===== config.mk =====
export PLATFORM = sky130hd
export DESIGN_NAME = rational_reduce_unit
export DESIGN_NICKNAME = d
export VERILOG_FILES = /design/src/design/rru_pkg.sv /design/src/design/rational_reduce_unit.sv /design/src/design/rru_sub.sv /design/src/design/rru_reduce.sv
export SDC_FILE = /design/constraint.sdc
export NUM_CORES = 2
export LEC_CHECK = 0
export BUFFER_PORTS_ARGS = -buffer_cell sky130_fd_sc_hd__buf_4
export CORE_MARGIN = 2
export CORE_UTILIZATION = 44
export CTS_CLUSTER_SIZE = 25
export DETAILED_ROUTE_END_ITERATION = 8
export SYNTH_ARGS = -nofsm -noshare
export SYNTH_HDL_FRONTEND = slang
export SYNTH_SLANG_ARGS = --single-unit

===== constraint.sdc =====
create_clock -name clk -period 9.95 [get_ports clk]
set_input_delay 1.4925 -clock clk [delete_from_list [all_inputs] [get_ports clk]]
set_output_delay 1.4925 -clock clk [all_outputs]
set_load 0.01 [all_outputs]

===== src/design/rru_pkg.sv =====
`timescale 1ns / 1ps

package rru_pkg;

  // Default operand width and fixed result width
  localparam int OPERAND_WIDTH_DEF = 16;
  localparam int RES_WIDTH         = 32;
  localparam int MODE_WIDTH        = 2;

  // Operation codes
  localparam logic [MODE_WIDTH-1:0] MODE_REDUCE = 2'd0;
  localparam logic [MODE_WIDTH-1:0] MODE_PLUS   = 2'd1;
  localparam logic [MODE_WIDTH-1:0] MODE_MINUS  = 2'd2;
  localparam logic [MODE_WIDTH-1:0] MODE_MUL    = 2'd3;

  // Status of the shared subtract/compare unit
  typedef struct packed {
    logic borrow;
    logic zero;
  } sub_flags_t;

endpackage


===== src/design/rational_reduce_unit.sv =====
`timescale 1ns / 1ps

// Rational reduce unit. Pulse start with a fraction pair and an operation
// (reduce A, A plus one, A minus one, A times B) while busy is low; the item
// is taken at that edge and busy stays high until the result is out. The
// result appears for exactly one cycle with out_valid high and must be
// captured then: there is no way to hold it. Operands are OPERAND_WIDTH-bit
// two's complement. A zero denominator on an entering fraction is replaced
// by one and reported on out_zero_den; a zero numerator in A is taken as
// 0/1 before the operation. Signs of numerator and denominator are kept as
// computed (the denominator is not forced positive), and results are
// truncated to 32 bits. An item passes through a capture step, the raw
// numerator and then the raw denominator formed on the shared multiplier,
// a step to take signs and magnitudes, a binary GCD of data-dependent
// length, then two restoring divisions, plus a step to drive the result.
// The GCD loop and the bit-serial divider share one subtractor.
// When the raw numerator is zero the GCD and divisions are skipped.
module rational_reduce_unit #(
  parameter int OPERAND_WIDTH = rru_pkg::OPERAND_WIDTH_DEF
) (
  input  logic                              clk,
  input  logic                              rst_n,
  input  logic                              start,
  output logic                              busy,
  input  logic [rru_pkg::MODE_WIDTH-1:0]    in_mode,
  input  logic signed [OPERAND_WIDTH-1:0]   in_num_a,
  input  logic signed [OPERAND_WIDTH-1:0]   in_den_a,
  input  logic signed [OPERAND_WIDTH-1:0]   in_num_b,
  input  logic signed [OPERAND_WIDTH-1:0]   in_den_b,
  output logic                              out_valid,
  output logic signed [rru_pkg::RES_WIDTH-1:0] out_res_num,
  output logic signed [rru_pkg::RES_WIDTH-1:0] out_res_den,
  output logic                              out_zero_den
);

  localparam int W  = OPERAND_WIDTH;
  localparam int SW = 2 * W;      // signed raw result
  localparam int MW = 2 * W - 1;  // magnitude of raw result
  localparam int RW = rru_pkg::RES_WIDTH;

  localparam logic [2:0] S_IDLE  = 3'd0;
  localparam logic [2:0] S_PREPN = 3'd1;
  localparam logic [2:0] S_PREPD = 3'd2;
  localparam logic [2:0] S_MAG   = 3'd3;
  localparam logic [2:0] S_WAIT  = 3'd4;

  logic [2:0] state_r, state_nxt;
  logic       out_valid_r, out_valid_nxt;

  // Captured operands (zero denominators already replaced by one)
  logic [rru_pkg::MODE_WIDTH-1:0] mode_r, mode_nxt;
  logic signed [W-1:0] na_r, na_nxt;
  logic signed [W-1:0] da_r, da_nxt;
  logic signed [W-1:0] nb_r, nb_nxt;
  logic signed [W-1:0] db_r, db_nxt;
  logic                zflag_r, zflag_nxt;

  // Raw fraction before reduction
  logic signed [SW-1:0] raw_n_r, raw_n_nxt;
  logic signed [SW-1:0] raw_d_r, raw_d_nxt;
  logic                 n_neg_r, n_neg_nxt;
  logic                 d_neg_r, d_neg_nxt;

  logic signed [RW-1:0] res_num_r, res_num_nxt;
  logic signed [RW-1:0] res_den_r, res_den_nxt;

  logic                 accept;
  logic                 a_zero;
  logic signed [W-1:0]  mul_x;
  logic signed [W-1:0]  mul_y;
  logic signed [SW-1:0] mul_p;
  logic [SW-1:0]        n_abs;
  logic [SW-1:0]        d_abs;
  logic                 rd_start;
  logic                 rd_done;
  logic [MW-1:0]        rd_q_num;
  logic [MW-1:0]        rd_q_den;
  logic signed [SW-1:0] q_num_s;
  logic signed [SW-1:0] q_den_s;
  logic signed [SW-1:0] fin_num;
  logic signed [SW-1:0] fin_den;

  assign accept = start && !busy;
  assign busy   = (state_r != S_IDLE);
  assign a_zero = (na_r == '0);

  // One multiplier, numerator product first, denominator product next
  assign mul_x = (state_r == S_PREPN) ? na_r : da_r;
  assign mul_y = (state_r == S_PREPN) ? nb_r : db_r;
  assign mul_p = SW'(mul_x) * SW'(mul_y);

  assign n_abs = raw_n_r[SW-1] ? SW'(-raw_n_r) : SW'(raw_n_r);
  assign d_abs = raw_d_r[SW-1] ? SW'(-raw_d_r) : SW'(raw_d_r);

  assign rd_start = (state_r == S_MAG) && (raw_n_r != '0);

  rru_reduce #(.MW(MW)) u_reduce (
    .clk     (clk),
    .rst_n   (rst_n),
    .start   (rd_start),
    .num_mag (n_abs[MW-1:0]),
    .den_mag (d_abs[MW-1:0]),
    .done    (rd_done),
    .q_num   (rd_q_num),
    .q_den   (rd_q_den)
  );

  // Reapply the signs to the reduced magnitudes
  assign q_num_s = $signed({1'b0, rd_q_num});
  assign q_den_s = $signed({1'b0, rd_q_den});
  assign fin_num = n_neg_r ? -q_num_s : q_num_s;
  assign fin_den = d_neg_r ? -q_den_s : q_den_s;

  always_comb begin
    state_nxt     = state_r;
    out_valid_nxt = 1'b0;
    mode_nxt      = mode_r;
    na_nxt        = na_r;
    da_nxt        = da_r;
    nb_nxt        = nb_r;
    db_nxt        = db_r;
    zflag_nxt     = zflag_r;
    raw_n_nxt     = raw_n_r;
    raw_d_nxt     = raw_d_r;
    n_neg_nxt     = n_neg_r;
    d_neg_nxt     = d_neg_r;
    res_num_nxt   = res_num_r;
    res_den_nxt   = res_den_r;
    unique case (state_r)
      S_IDLE: begin
        if (accept) begin
          // Hold the transfer; replace zero denominators and flag them
          mode_nxt  = in_mode;
          na_nxt    = in_num_a;
          da_nxt    = (in_den_a == '0) ? W'(1) : in_den_a;
          nb_nxt    = in_num_b;
          db_nxt    = (in_den_b == '0) ? W'(1) : in_den_b;
          zflag_nxt = (in_den_a == '0) ||
                      ((in_mode == rru_pkg::MODE_MUL) && (in_den_b == '0));
          state_nxt = S_PREPN;
        end
      end
      S_PREPN: begin
        // A zero numerator in A reduces to 0/1 before the operation
        if (a_zero) begin
          case (mode_r)
            rru_pkg::MODE_PLUS:  raw_n_nxt = SW'(1);
            rru_pkg::MODE_MINUS: raw_n_nxt = -SW'(1);
            default:             raw_n_nxt = '0;
          endcase
        end else begin
          case (mode_r)
            rru_pkg::MODE_PLUS:  raw_n_nxt = SW'(na_r) + SW'(da_r);
            rru_pkg::MODE_MINUS: raw_n_nxt = SW'(na_r) - SW'(da_r);
            rru_pkg::MODE_MUL:   raw_n_nxt = mul_p;
            default:             raw_n_nxt = SW'(na_r);
          endcase
        end
        state_nxt = S_PREPD;
      end
      S_PREPD: begin
        if (a_zero) begin
          raw_d_nxt = SW'(1);
        end else if (mode_r == rru_pkg::MODE_MUL) begin
          raw_d_nxt = mul_p;
        end else begin
          raw_d_nxt = SW'(da_r);
        end
        state_nxt = S_MAG;
      end
      S_MAG: begin
        n_neg_nxt = raw_n_r[SW-1];
        d_neg_nxt = raw_d_r[SW-1];
        if (raw_n_r == '0) begin
          // Zero numerator: drive 0/1 and skip the GCD
          res_num_nxt   = '0;
          res_den_nxt   = RW'(1);
          out_valid_nxt = 1'b1;
          state_nxt     = S_IDLE;
        end else begin
          state_nxt = S_WAIT;
        end
      end
      S_WAIT: begin
        if (rd_done) begin
          res_num_nxt   = RW'(fin_num);
          res_den_nxt   = RW'(fin_den);
          out_valid_nxt = 1'b1;
          state_nxt     = S_IDLE;
        end
      end
      default: state_nxt = S_IDLE;
    endcase
  end

  always_ff @(posedge clk) begin
    if (!rst_n) begin
      state_r     <= S_IDLE;
      out_valid_r <= 1'b0;
    end else begin
      state_r     <= state_nxt;
      out_valid_r <= out_valid_nxt;
    end
  end

  always_ff @(posedge clk) begin
    mode_r    <= mode_nxt;
    na_r      <= na_nxt;
    da_r      <= da_nxt;
    nb_r      <= nb_nxt;
    db_r      <= db_nxt;
    zflag_r   <= zflag_nxt;
    raw_n_r   <= raw_n_nxt;
    raw_d_r   <= raw_d_nxt;
    n_neg_r   <= n_neg_nxt;
    d_neg_r   <= d_neg_nxt;
    res_num_r <= res_num_nxt;
    res_den_r <= res_den_nxt;
  end

  assign out_valid    = out_valid_r;
  assign out_res_num  = res_num_r;
  assign out_res_den  = res_den_r;
  assign out_zero_den = zflag_r;

  // A transfer in always makes the unit busy on the next cycle
  assert property (@(posedge clk) disable iff (!rst_n)
    accept |=> busy)
    else $error("accepted item did not raise busy");

  // One result strobe per item; this checks that it is never back to back
  assert property (@(posedge clk) disable iff (!rst_n)
    out_valid_r |=> !out_valid_r)
    else $error("result strobe lasted more than one cycle");

  // The reduced denominator can never be zero
  assert property (@(posedge clk) disable iff (!rst_n)
    rd_done |-> (rd_q_den != '0))
    else $error("reduction produced a zero denominator");

  // The reducer only finishes while the sequencer waits for it
  assert property (@(posedge clk) disable iff (!rst_n)
    rd_done |-> (state_r == S_WAIT))
    else $error("reducer finished outside the wait state");

endmodule


===== src/design/rru_sub.sv =====
`timescale 1ns / 1ps

// Shared subtract/compare unit: x - y with borrow and zero detect.
module rru_sub #(
  parameter int DW = 32
) (
  input  logic [DW-1:0]      x,
  input  logic [DW-1:0]      y,
  output logic [DW-1:0]      diff,
  output rru_pkg::sub_flags_t flags
);

  logic [DW:0] full;

  assign full         = {1'b0, x} - {1'b0, y};
  assign diff         = full[DW-1:0];
  assign flags.borrow = full[DW];
  assign flags.zero   = (full[DW-1:0] == '0);

endmodule


===== src/design/rru_reduce.sv =====
`timescale 1ns / 1ps

// Reduce a pair of nonzero magnitudes by their GCD.
// Binary GCD, then two restoring divisions, all on one subtractor.
module rru_reduce #(
  parameter int MW = 31
) (
  input  logic          clk,
  input  logic          rst_n,
  input  logic          start,
  input  logic [MW-1:0] num_mag,
  input  logic [MW-1:0] den_mag,
  output logic          done,
  output logic [MW-1:0] q_num,
  output logic [MW-1:0] q_den
);

  localparam int KW = $clog2(MW + 1);

  localparam logic [1:0] R_IDLE = 2'd0;
  localparam logic [1:0] R_GCD  = 2'd1;
  localparam logic [1:0] R_DIVN = 2'd2;
  localparam logic [1:0] R_DIVD = 2'd3;

  logic [1:0]    state_r, state_nxt;
  logic [MW-1:0] a_r, a_nxt;
  logic [MW-1:0] b_r, b_nxt;
  logic [MW-1:0] g_r, g_nxt;
  logic [MW-1:0] dvd_r, dvd_nxt;
  logic [MW-1:0] den_r, den_nxt;
  logic [MW-1:0] rem_r, rem_nxt;
  logic [MW-1:0] qn_r, qn_nxt;
  logic [KW-1:0] k_r, k_nxt;
  logic [KW-1:0] cnt_r, cnt_nxt;
  logic          done_r, done_nxt;

  logic [MW:0]         sub_x;
  logic [MW:0]         sub_y;
  logic [MW:0]         sub_diff;
  rru_pkg::sub_flags_t sub_flags;
  logic [MW-1:0]       div_rem;
  logic [MW-1:0]       div_quo;
  logic                div_last;

  assign sub_x = (state_r == R_GCD) ? {1'b0, a_r} : {rem_r, dvd_r[MW-1]};
  assign sub_y = (state_r == R_GCD) ? {1'b0, b_r} : {1'b0, g_r};

  rru_sub #(.DW(MW + 1)) u_sub (
    .x     (sub_x),
    .y     (sub_y),
    .diff  (sub_diff),
    .flags (sub_flags)
  );

  // One restoring division step
  assign div_rem  = sub_flags.borrow ? sub_x[MW-1:0] : sub_diff[MW-1:0];
  assign div_quo  = {dvd_r[MW-2:0], ~sub_flags.borrow};
  assign div_last = (cnt_r == KW'(MW - 1));

  always_comb begin
    state_nxt = state_r;
    a_nxt     = a_r;
    b_nxt     = b_r;
    g_nxt     = g_r;
    dvd_nxt   = dvd_r;
    den_nxt   = den_r;
    rem_nxt   = rem_r;
    qn_nxt    = qn_r;
    k_nxt     = k_r;
    cnt_nxt   = cnt_r;
    done_nxt  = 1'b0;
    unique case (state_r)
      R_IDLE: begin
        if (start) begin
          a_nxt     = num_mag;
          b_nxt     = den_mag;
          dvd_nxt   = num_mag;
          den_nxt   = den_mag;
          k_nxt     = '0;
          state_nxt = R_GCD;
        end
      end
      R_GCD: begin
        if (!a_r[0] && !b_r[0]) begin
          a_nxt = a_r >> 1;
          b_nxt = b_r >> 1;
          k_nxt = k_r + KW'(1);
        end else if (!a_r[0]) begin
          a_nxt = a_r >> 1;
        end else if (!b_r[0]) begin
          b_nxt = b_r >> 1;
        end else if (sub_flags.zero) begin
          // odd parts match: restore the common power of two
          g_nxt     = a_r << k_r;
          rem_nxt   = '0;
          cnt_nxt   = '0;
          state_nxt = R_DIVN;
        end else if (sub_flags.borrow) begin
          a_nxt = b_r;
          b_nxt = a_r;
        end else begin
          a_nxt = sub_diff[MW:1];
        end
      end
      R_DIVN: begin
        rem_nxt = div_rem;
        dvd_nxt = div_quo;
        cnt_nxt = cnt_r + KW'(1);
        if (div_last) begin
          qn_nxt    = div_quo;
          dvd_nxt   = den_r;
          rem_nxt   = '0;
          cnt_nxt   = '0;
          state_nxt = R_DIVD;
        end
      end
      R_DIVD: begin
        rem_nxt = div_rem;
        dvd_nxt = div_quo;
        cnt_nxt = cnt_r + KW'(1);
        if (div_last) begin
          done_nxt  = 1'b1;
          state_nxt = R_IDLE;
        end
      end
      default: state_nxt = R_IDLE;
    endcase
  end

  always_ff @(posedge clk) begin
    if (!rst_n) begin
      state_r <= R_IDLE;
      done_r  <= 1'b0;
    end else begin
      state_r <= state_nxt;
      done_r  <= done_nxt;
    end
  end

  always_ff @(posedge clk) begin
    a_r   <= a_nxt;
    b_r   <= b_nxt;
    g_r   <= g_nxt;
    dvd_r <= dvd_nxt;
    den_r <= den_nxt;
    rem_r <= rem_nxt;
    qn_r  <= qn_nxt;
    k_r   <= k_nxt;
    cnt_r <= cnt_nxt;
  end

  assign done  = done_r;
  assign q_num = qn_r;
  assign q_den = dvd_r;

endmodule

==> qor.txt <==
Synth cell types = 71
CTS Buffer Depth = 3
Syn Area/Cell = 9.907 sq um
Post-synth top area share = 35.93%
Final #Nets = 4106
Clk_lat worst skew = 640 ps
Xor/xnor share of the synthesized area = 4.597%
Fraction of registers with async set/reset = 0%
Largest net degree at the start of global routing = 104
Core footprint = 80160 sq um
Final Hold Fails = 0
Worst slew pin tran = 1149 ps
Synth Area in Compound Gates = 12.91%
YS warnings = 0
Count leader, synth = edfxtp_1
FF+latch area = 12870 sq um
CP Data Arrival Time = 8620 ps
Outcome = completed
Largest family of logic cells by synthesized area = adder cells
Period minus WS final = 8319 ps
Area Overhead vs Synth = 10.31%
Total Routing Usage GR = 25.00%
Setup repair after global routing missed its margin = false
GRT overflow = 0
Top FF cell, synth = edfxtp_1
Area occupied by multi-input gates = 20400 sq um
Worst slew margin = 23.29%
Setup violators final = 0
Detailed-route via count = 26720
Hold WS = 544.9 ps
CTS tree = built
Layout filler cell count = 7519
Avg Vias per Cell = 5.673
Cts hold-fix bufs = 0
Netlist Area Pre-Place = 35440 sq um
Wire per inst = 21.87 um
Synth Area in Simple Gates = 12.78%
H-tree depth = 2
Routability cong. = 0.9567
CP max FO = 103
Worst hold path class = register to register
Critical Path Source Type = register
Initial antenna violation count = 2
DRC viols = 0
Slew Viols, Final = 0
R2R depth = 26
Total nets after synthesis = 4073
Rows = 104
Die height = 287.8 um
Synth Area in Adders = 20.69%
Most frequent cells after synthesis = edfxtp_1 (424), nor2_1 (406), inv_1 (402)
I/O pins = 136
Antenna Nets Post-Route = 0
Dominant cell type by area after synthesis = edfxtp_1
Peak Freq = 0.1202 GHz
Clock Pin Slew Worst Setup and Hold Paths = 60 ps
DR pass1 iterations = 6
Mapped Cells = 3577
DP HPWL = 79.83 mm
Seq cells post-synth = 431
Max Cap Viol = 0
CTS Sinks = 431
Worst Skew = 65.32 ps
Die Wd = 287.8 um
Routed wire length = 103.0 mm
Die area = 82830 sq um
Slack of the critical path = 1631 ps
Setup_tns = 0 ps
Setup WS pre-CTS = 1585 ps
EDFF count, synth = 424
Top cells by area, synth = edfxtp_1 (36%), fa_1 (15%), ha_1 (5.7%)
Hold Crit Depth = 0
Global-route wire length before repair = 159.4 mm
Post-CTS setup buffers = 0
Clock buffer count from CTS = 50
Vias in the first global route = 26470
Initial core utilization = 44.21%
Final core utilization = 48.77%
Final Cycle Share = 83.61%
Post-CTS resize count = 0
Share of cells above drive strength 1 = 9.975%
Crit path kind = register to register
DR iter-0 viols = 2453
Worst EP required = 10260 ps
Clock Tree Root = clkbuf_16
Port buffer count = 135
Register area share after synthesis = 36.32%
CP Capture Type = register
Mux contribution to synthesized area = 6.330%
-- area by class of cell --
cell class | instances | area share, %
Clock buffer | 55 | 3.249
Antenna cell | 1 | 0.006401
Tap cell | 1060 | 3.393
Clock inverter | 36 | 0.9249
Inverter | 403 | 3.869
Multi-Input combinational cell | 2546 | 52.18
Sequential cell | 431 | 32.93
Timing Repair Buffer | 178 | 3.450
-- state kept, by name (all words and copies together), names as in the netlist, 3 cells and up --
| name | flops |
|---|---|
| u_reduce.cnt_r | 5 |
| u_reduce.q_num | 31 |
| raw_n_r | 32 |
| u_reduce.rem_r | 31 |
| db_r | 16 |
| u_reduce.q_den | 31 |
| out_res_den | 32 |
| u_reduce.g_r | 31 |
| nb_r | 16 |
| u_reduce.den_r | 31 |
| u_reduce.k_r | 5 |
| da_r | 16 |
| raw_d_r | 32 |
| out_res_num | 32 |
| state_r | 3 |
| u_reduce.a_r | 31 |
| na_r | 16 |
| u_reduce.b_r | 31 |
-- per-layer routing --
metal / up-vias / GRT usage [%] / wire length [um]
met5: - / 0 / 0
met1: 13190 / 34.49 / 45220
met3: 170 / 3.170 / 6011
met2: 913 / 41.11 / 48500
li1: 12450 / - / -
met4: 0 / 7.617 / 3277
-- logic make-up (layout without fill, tap and decap cells) --
| group | count (synthesis) | count (layout) |
|---|---|---|
| AO/OA/AOI/OAI | 703 | 703 |
| XOR/XNOR | 186 | 186 |
| adder cells (fa/ha/maj) | 427 | 427 |
| buffers and inverters | 600 | 672 |
| flip-flops | 431 | 431 |
| multiplexers | 206 | 206 |
| other | 0 | 1 |
| AND/OR/NAND/NOR | 1024 | 1024 |
-- cells in the final DEF (no fill, tap or decap), types with 22 or more instances in the layout --
cell / instances
edfxtp_1: 424
a21o_1: 45
nand3_1: 30
inv_1: 402
nor4_1: 23
nand2b_1: 30
ha_1: 161
nand2_1: 351
clkbuf_16: 50
mux2_2: 55
buf_4: 177
mux2i_1: 142
a21oi_1: 244
nor2_1: 399
fa_1: 265
xnor2_1: 89
o41ai_1: 23
o221ai_1: 63
o21ai_0: 116
a21boi_0: 22
o31ai_1: 34
nor3_1: 32
xor2_1: 97
or3_1: 24
-- stage by stage --
step	area (sq um)	std cells
after floorplan	35440	3577
after global placement	37460	4618
after detailed placement	37460	4618
after CTS	39090	4709
after global routing	39090	4709
final	39090	4710
-- worst max-delay path, cell delays in order (launching register included) --
cell       delay (ps)
dfxtp_1           450
nor3b_2           280
buf_12            440
nor2_1            120
a21oi_1           650
nor2_1            160
fa_1              570
inv_1              50
fa_1              560
fa_1              450
fa_1              500
inv_1              60
fa_1              520
inv_1              50
fa_1              530
inv_1              50
ha_1              340
o21a_1            140
o21ai_0           120
nor2b_1           180
a2111oi_0         770
o211ai_1          270
a21oi_1           220
a211oi_1          110
xnor2_1           130
nand2_1            90
a21oi_1            70
-- path summary, 6_finish.rpt --
check,startpoint,end,slack [ps]
worst max-delay path,state_r[0],raw_d_r[30],1630
worst min-delay path,u_reduce.q_den[0],u_reduce.q_num[1],540
worst max register to register,state_r[0],raw_d_r[30],1630
worst min register to register,u_reduce.q_den[0],u_reduce.q_num[1],540
Power is not shown: default switching activity piles up to over one toggle a cycle in this logic, so the estimate is an artifact.
